File: src/rtl/core/word_bucket_sort_by_first_letter_unit_defines.svh
// Assertion macros for the word bucket sort unit.
`ifndef WORD_BUCKET_SORT_BY_FIRST_LETTER_UNIT_DEFINES_SVH
`define WORD_BUCKET_SORT_BY_FIRST_LETTER_UNIT_DEFINES_SVH
`ifndef SYNTH
`define WBS_ASSERT(lbl, clk, rstn, prop, msg) \
    lbl: assert property (@(posedge clk) disable iff (!rstn) prop) else $error(msg);
`define WBS_ASSERT_ALWAYS(lbl, clk, prop, msg) \
    lbl: assert property (@(posedge clk) prop) else $error(msg);
`else
`define WBS_ASSERT(lbl, clk, rstn, prop, msg)
`define WBS_ASSERT_ALWAYS(lbl, clk, prop, msg)
`endif
`endif

File: src/rtl/core/wbs_pkg.sv
package wbs_pkg;

    localparam int TEXT_DEPTH = 4096;
    localparam int MAX_WORDS  = 1024;

    localparam int TA_W    = $clog2(TEXT_DEPTH);
    localparam int TP_W    = TA_W + 1;
    localparam int WA_W    = $clog2(MAX_WORDS);
    localparam int WC_W    = WA_W + 1;
    localparam int RANK_W  = 6;
    localparam int RR_W    = RANK_W + 1;
    localparam int ENTRY_W = RANK_W + 2 * TA_W;

    localparam logic [RR_W-1:0] RANK_END = RR_W'(64);

    localparam int LETTER_N   = 52;
    localparam int GROUP_W    = 60;
    localparam int GROUP_LAST = 5;
    localparam int LAST_W     = 2 * RANK_W;
    localparam int CFG_W      = GROUP_LAST * GROUP_W + LAST_W;
    localparam int CIDX_W     = 3;

    localparam logic [CIDX_W-1:0] CFG_IDX_LAST = CIDX_W'(GROUP_LAST);

    localparam logic [7:0] CH_LA = 8'h61;
    localparam logic [7:0] CH_LZ = 8'h7a;
    localparam logic [7:0] CH_UA = 8'h41;
    localparam logic [7:0] CH_UZ = 8'h5a;

    typedef struct packed {
        logic push;
        logic emit_open;
        logic emit_done;
        logic tbl_rd;
        logic next_rank;
        logic next_word;
        logic txt_rd;
        logic emit_letter;
    } ctrl_cmd_t;

    typedef struct packed {
        logic push_req;
        logic pull_req;
        logic out_free;
        logic closed;
        logic rank_done;
        logic word_avail;
        logic match;
    } ctrl_stat_t;

endpackage

File: src/rtl/core/wbs_ctrl.sv
module wbs_ctrl (
    input  logic               aclk,
    input  logic               aresetn,
    input  wbs_pkg::ctrl_stat_t stat,
    output wbs_pkg::ctrl_cmd_t  cmd,
    output logic               s_ready
);
    import wbs_pkg::*;

    localparam logic [1:0] ST_IDLE = 2'd0;
    localparam logic [1:0] ST_SCAN = 2'd1;
    localparam logic [1:0] ST_CHK  = 2'd2;
    localparam logic [1:0] ST_EMIT = 2'd3;

    logic [1:0] state_reg, state_next;

    always_comb begin
        state_next = state_reg;
        cmd        = '0;
        s_ready    = 1'b0;
        unique case (state_reg)
            ST_IDLE: begin
                s_ready = stat.push_req || stat.out_free;
                if (stat.push_req) begin
                    cmd.push = 1'b1;
                end else if (stat.pull_req && stat.out_free) begin
                    if (stat.closed) begin
                        state_next = ST_SCAN;
                    end else begin
                        cmd.emit_open = 1'b1;
                    end
                end
            end
            ST_SCAN: begin
                if (stat.rank_done) begin
                    cmd.emit_done = 1'b1;
                    state_next    = ST_IDLE;
                end else if (stat.word_avail) begin
                    cmd.tbl_rd = 1'b1;
                    state_next = ST_CHK;
                end else begin
                    cmd.next_rank = 1'b1;
                end
            end
            ST_CHK: begin
                if (stat.match) begin
                    cmd.txt_rd = 1'b1;
                    state_next = ST_EMIT;
                end else begin
                    cmd.next_word = 1'b1;
                    state_next    = ST_SCAN;
                end
            end
            ST_EMIT: begin
                cmd.emit_letter = 1'b1;
                state_next      = ST_IDLE;
            end
            default: state_next = ST_IDLE;
        endcase
    end

    always_ff @(posedge aclk) begin
        if (!aresetn) begin
            state_reg <= ST_IDLE;
        end else begin
            state_reg <= state_next;
        end
    end
endmodule

File: config.mk
export PLATFORM = sky130hd
export DESIGN_NAME = wbs_ctrl
export DESIGN_NICKNAME = d
export VERILOG_FILES = /design/src/rtl/core/word_bucket_sort_by_first_letter_unit_defines.svh /design/src/rtl/core/wbs_pkg.sv /design/src/rtl/core/wbs_ctrl.sv
export SDC_FILE = /design/constraint.sdc
export NUM_CORES = 1
export LEC_CHECK = 0
export ABC_AREA = 1
export ABC_CLOCK_PERIOD_IN_PS = 1000
export BUFFER_PORTS_ARGS = -buffer_cell sky130_fd_sc_hd__buf_2
export CORE_AREA = 2 2 39 41
export DETAILED_ROUTE_END_ITERATION = 8
export DIE_AREA = 0 0 41 43
export PLACE_DENSITY = 0.46
export SLEW_MARGIN = 20
export SYNTH_ARGS = -nofsm -noshare
export SYNTH_HDL_FRONTEND = slang
export SYNTH_SLANG_ARGS = --single-unit
File: constraint.sdc
create_clock -name aclk -period 1 [get_ports aclk]
set_input_delay 0.15 -clock aclk [delete_from_list [all_inputs] [get_ports aclk]]
set_output_delay 0.15 -clock aclk [all_outputs]
set_load 0.005 [all_outputs]
==> results_tabular.tex <==
\begin{tabular}{lr}
\hline
Metric & Value \\
\hline
\multicolumn{2}{l}{\textbf{Critical path}} \\
\quad Path type of the worst setup path & flip-flop to output port \\
\quad Data arrival time of the worst path & 0.96 ns \\
\quad CP max FO & 5 \\
\quad Sort of element at the end of the critical path & output port \\
\quad Required time worst endpoint & 0.85 ns \\
\quad FF-to-FF path depth & 7 \\
\quad Crit start category & flip-flop \\
\multicolumn{2}{l}{\textbf{Synthesis}} \\
\quad Syn avg cell area & 5.04 sq um \\
\quad Area contributors post-synth & sky130\_fd\_sc\_hd\_\_dfxtp\_1 21\%, sky130\_fd\_sc\_hd\_\_inv\_1 20\%, sky130\_fd\_sc\_hd\_\_nor2\_1 18\% \\
\quad Seq/Total Area, Yosys & 21.5\% \\
\quad Commonest cells in the netlist & 10 x sky130\_fd\_sc\_hd\_\_inv\_1, 9 x sky130\_fd\_sc\_hd\_\_nor2\_1, 7 x sky130\_fd\_sc\_hd\_\_nand2\_1, 4 x sky130\_fd\_sc\_hd\_\_nand3\_1, 2 x sky130\_fd\_sc\_hd\_\_dfxtp\_1 \\
\quad Number of different library cells in the post-synthesis netlist & 10 \\
\quad Syn nets & 46 \\
\quad Largest area contributor in the netlist & sky130\_fd\_sc\_hd\_\_dfxtp\_1 \\
\quad Most common flop cell mapped by yosys & sky130\_fd\_sc\_hd\_\_dfxtp\_1 \\
\quad Proportion of synthesized flip-flops having asynchronous set or reset & 0\% \\
\quad Number of enable-type register cells in the synthesized netlist & 0 \\
\quad Number of instances in the synthesized netlist & 37 \\
\quad Post-synthesis instance area & 186 sq um \\
\quad Flip-flop and latch count after synthesis & 2 \\
\quad Syn. warnings & 0 \\
\quad Top cell type's share of synthesized area & 21.5\% \\
\quad Most frequent cell after synthesis & sky130\_fd\_sc\_hd\_\_inv\_1 \\
\multicolumn{2}{l}{\textbf{STA}} \\
\quad Setup-failing EPs final & 8 \\
\quad Final min period & 1.11 ns \\
\quad Slew Limit Headroom & 92.2\% \\
\quad Number of max-slew violations in the final report & 0 \\
\quad Slew at the pin with the worst max-slew slack & 0.116 ns \\
\quad Setup repair after global routing missed its margin & true \\
\quad Final worst path period share & 111\% \\
\quad Final hold slack & 0.163 ns \\
\quad Worst clock skew on the final layout & 0.000256 ns \\
\quad Setup WS post-layout & -0.106 ns \\
\quad Number of hold violations in the final report & 0 \\
\quad Maximum achievable frequency & 0.904 GHz \\
\multicolumn{2}{l}{\textbf{Layout}} \\
\quad Filler instances & 167 \\
\quad Nets@finish & 70 \\
\quad Post-route standard cell area excluding fillers & 369 sq um \\
\quad Antenna cell count & 0 \\
\quad Area growth syn-to-layout & 98.0\% \\
\quad Number of flip-flops in the largest register & 2 \\
\quad Ratio of cells with drive above 1 in the final layout & 59.3\% \\
\multicolumn{2}{l}{\textbf{Clock network}} \\
\quad Clock Tree Buf Depth & 2 \\
\quad Level count of the clock H-tree & 1 \\
\quad Clock slew at the register clock pins of the worst setup and hold paths & 0.03 ns \\
\quad Total of hold buffers inserted after clock tree synthesis & 0 \\
\quad Total number of clock tree sinks & 2 \\
\quad CTS tree & done \\
\quad TritonCTS buffer count & 3 \\
\quad CTS Root Cell & sky130\_fd\_sc\_hd\_\_clkbuf\_4 \\
\quad Clock latency at the later pin of the worst-skew pair & 0.22 ns \\
\multicolumn{2}{l}{\textbf{Power}} \\
\quad Total power & 369 uW \\
\quad Static power due to leakage & 0.000228 uW \\
\quad Power per cell area & 1000 mW/mm\^{}2 \\
\quad Peak ir drop on the vdd network & 341 uV \\
\multicolumn{2}{l}{\textbf{Drt}} \\
\quad First-pass detailed-route iteration total & 3 \\
\quad \# DRC & 0 \\
\quad Average wire per standard cell & 6.51 microns \\
\quad Overall routed net length & 488 microns \\
\quad Total via count in the routed design & 278 \\
\quad Count of routing violations after the opening detailed-route iteration & 1 \\
\quad Number of routed nets with antenna violations & 0 \\
\quad Post-DR vias/cell & 3.71 \\
\multicolumn{2}{l}{\textbf{Global route}} \\
\quad First-pass GRT wire length & 745 microns \\
\quad Vias in the first global route & 215 \\
\quad Pin count of the biggest net entering global routing & 7 \\
\quad Number of antenna violations at the first check in global routing & 0 \\
\quad Overall Global Routing Usage & 6.91\% \\
\quad Grt ovf & 0 \\
\multicolumn{2}{l}{\textbf{Floorplan}} \\
\quad Die Y-Extent & 43 microns \\
\quad Initial standard-cell utilization of the core & 13.5\% \\
\quad Placeable core region & 0.00138 sq mm \\
\quad Die width & 41 microns \\
\quad Cell row count & 14 \\
\quad Die area & 0.00176 sq mm \\
\quad Number of top-level design ports & 18 \\
\multicolumn{2}{l}{\textbf{Run status}} \\
\quad Violated checks & setup timing \\
\quad Outcome & complete, but fails checks \\
\multicolumn{2}{l}{\textbf{Worst hold path}} \\
\quad Hold Crit Class & input port to flip-flop \\
\quad Worst hold path cell count & 3 \\
\multicolumn{2}{l}{\textbf{Placed design}} \\
\quad \# port buffers & 17 \\
\quad Gp weighted congestion & 0.678 \\
\quad Area post-placement & 292 sq um \\
\quad Dpl hpwl & 413 microns \\
\multicolumn{2}{l}{\textbf{Run}} \\
\quad Total of max-cap violations & 0 \\
\hline
\end{tabular}
## kinds of logic after synthesis
kind of cell / share of synthesized area (%)
AND/OR/NAND/NOR: 51.0
AO/OA/AOI/OAI: 5.36
buffers and inverters: 22.1
flip-flops: 21.5
## repair_timing
item | CTS | global route
pin swaps | 2 | 4
buffers inserted | 2 | 0
gates resized for setup | 9 | 6
cloned | 0 | 0
setup endpoints to repair | 9 | 11
## through the flow
stage	utilization (%)	TNS [ns]	setup WS (ns)	std cells
floorplan	-	0	0.123	37
global placement	21.1	-0.0202	-0.0202	70
detailed placement	21.1	0	0.0112	70
CTS	25.8	-0.741	-0.125	75
global route	26.7	-1.24	-0.185	75
finish	26.7	-0.577	-0.106	75
## cell usage in the layout (no fill, tap or decap), types with 2 or more instances in the layout
cell type,netlist,routed
sky130_fd_sc_hd__buf_2,0,17
sky130_fd_sc_hd__inv_1,10,8
sky130_fd_sc_hd__nor2_1,9,7
sky130_fd_sc_hd__nand2_1,7,5
sky130_fd_sc_hd__clkbuf_4,0,3
sky130_fd_sc_hd__nand3_2,0,2
sky130_fd_sc_hd__inv_2,1,2
sky130_fd_sc_hd__nand3_1,4,2
sky130_fd_sc_hd__nand2_2,0,2
sky130_fd_sc_hd__nor3_2,1,2
sky130_fd_sc_hd__buf_4,0,2
sky130_fd_sc_hd__dfxtp_4,0,2
## layout make-up
class	count	area [sq um]	share of cell area (%)
inverter	11	43.8	11.9
timing repair buffer	19	100	27.1
tap	16	20.0	5.42
multi-input combinational	24	135	36.6
sequential	2	47.5	12.9
clock buffer	3	22.5	6.10
## metal layers
layer / part of all wire [%] / track usage [%] / wire length, microns / vias to the layer above
met2: 51 / 9.38 / 250 / 6
li1: - / - / - / 155
met4: 0 / 6.00 / 0 / 0
met5: 0 / 0 / 0 / -
met3: 7.4 / 6.28 / 36 / 0
met1: 41 / 5.73 / 200 / 117
## worst max-delay path, cell delays in order, from the launching register on
cell and delay, ns:
sky130_fd_sc_hd__dfxtp_4 0.35, sky130_fd_sc_hd__nor2_4 0.13, sky130_fd_sc_hd__nand2_2 0.06, sky130_fd_sc_hd__nor2_1 0.08, sky130_fd_sc_hd__buf_2 0.11
## worst paths after layout
kind / slack, ns / to / from
worst max-delay path: -0.11 / cmd[6] / state_reg[1]
worst min-delay path: 0.16 / state_reg[1] / aresetn
worst max register to register: 0.01 / state_reg[0] / state_reg[0]
worst min register to register: 0.52 / state_reg[0] / state_reg[0]
## power breakdown
group / internal (uW) / leakage [uW] / switching [uW]
sequential: 82.5 / 0.0000178 / 10.9
clock: 132 / 0.0000138 / 43.8
combinational: 48.6 / 0.000197 / 51.1
total: 263 / 0.000228 / 106
Note: power is estimated with default switching activity, not from simulation.
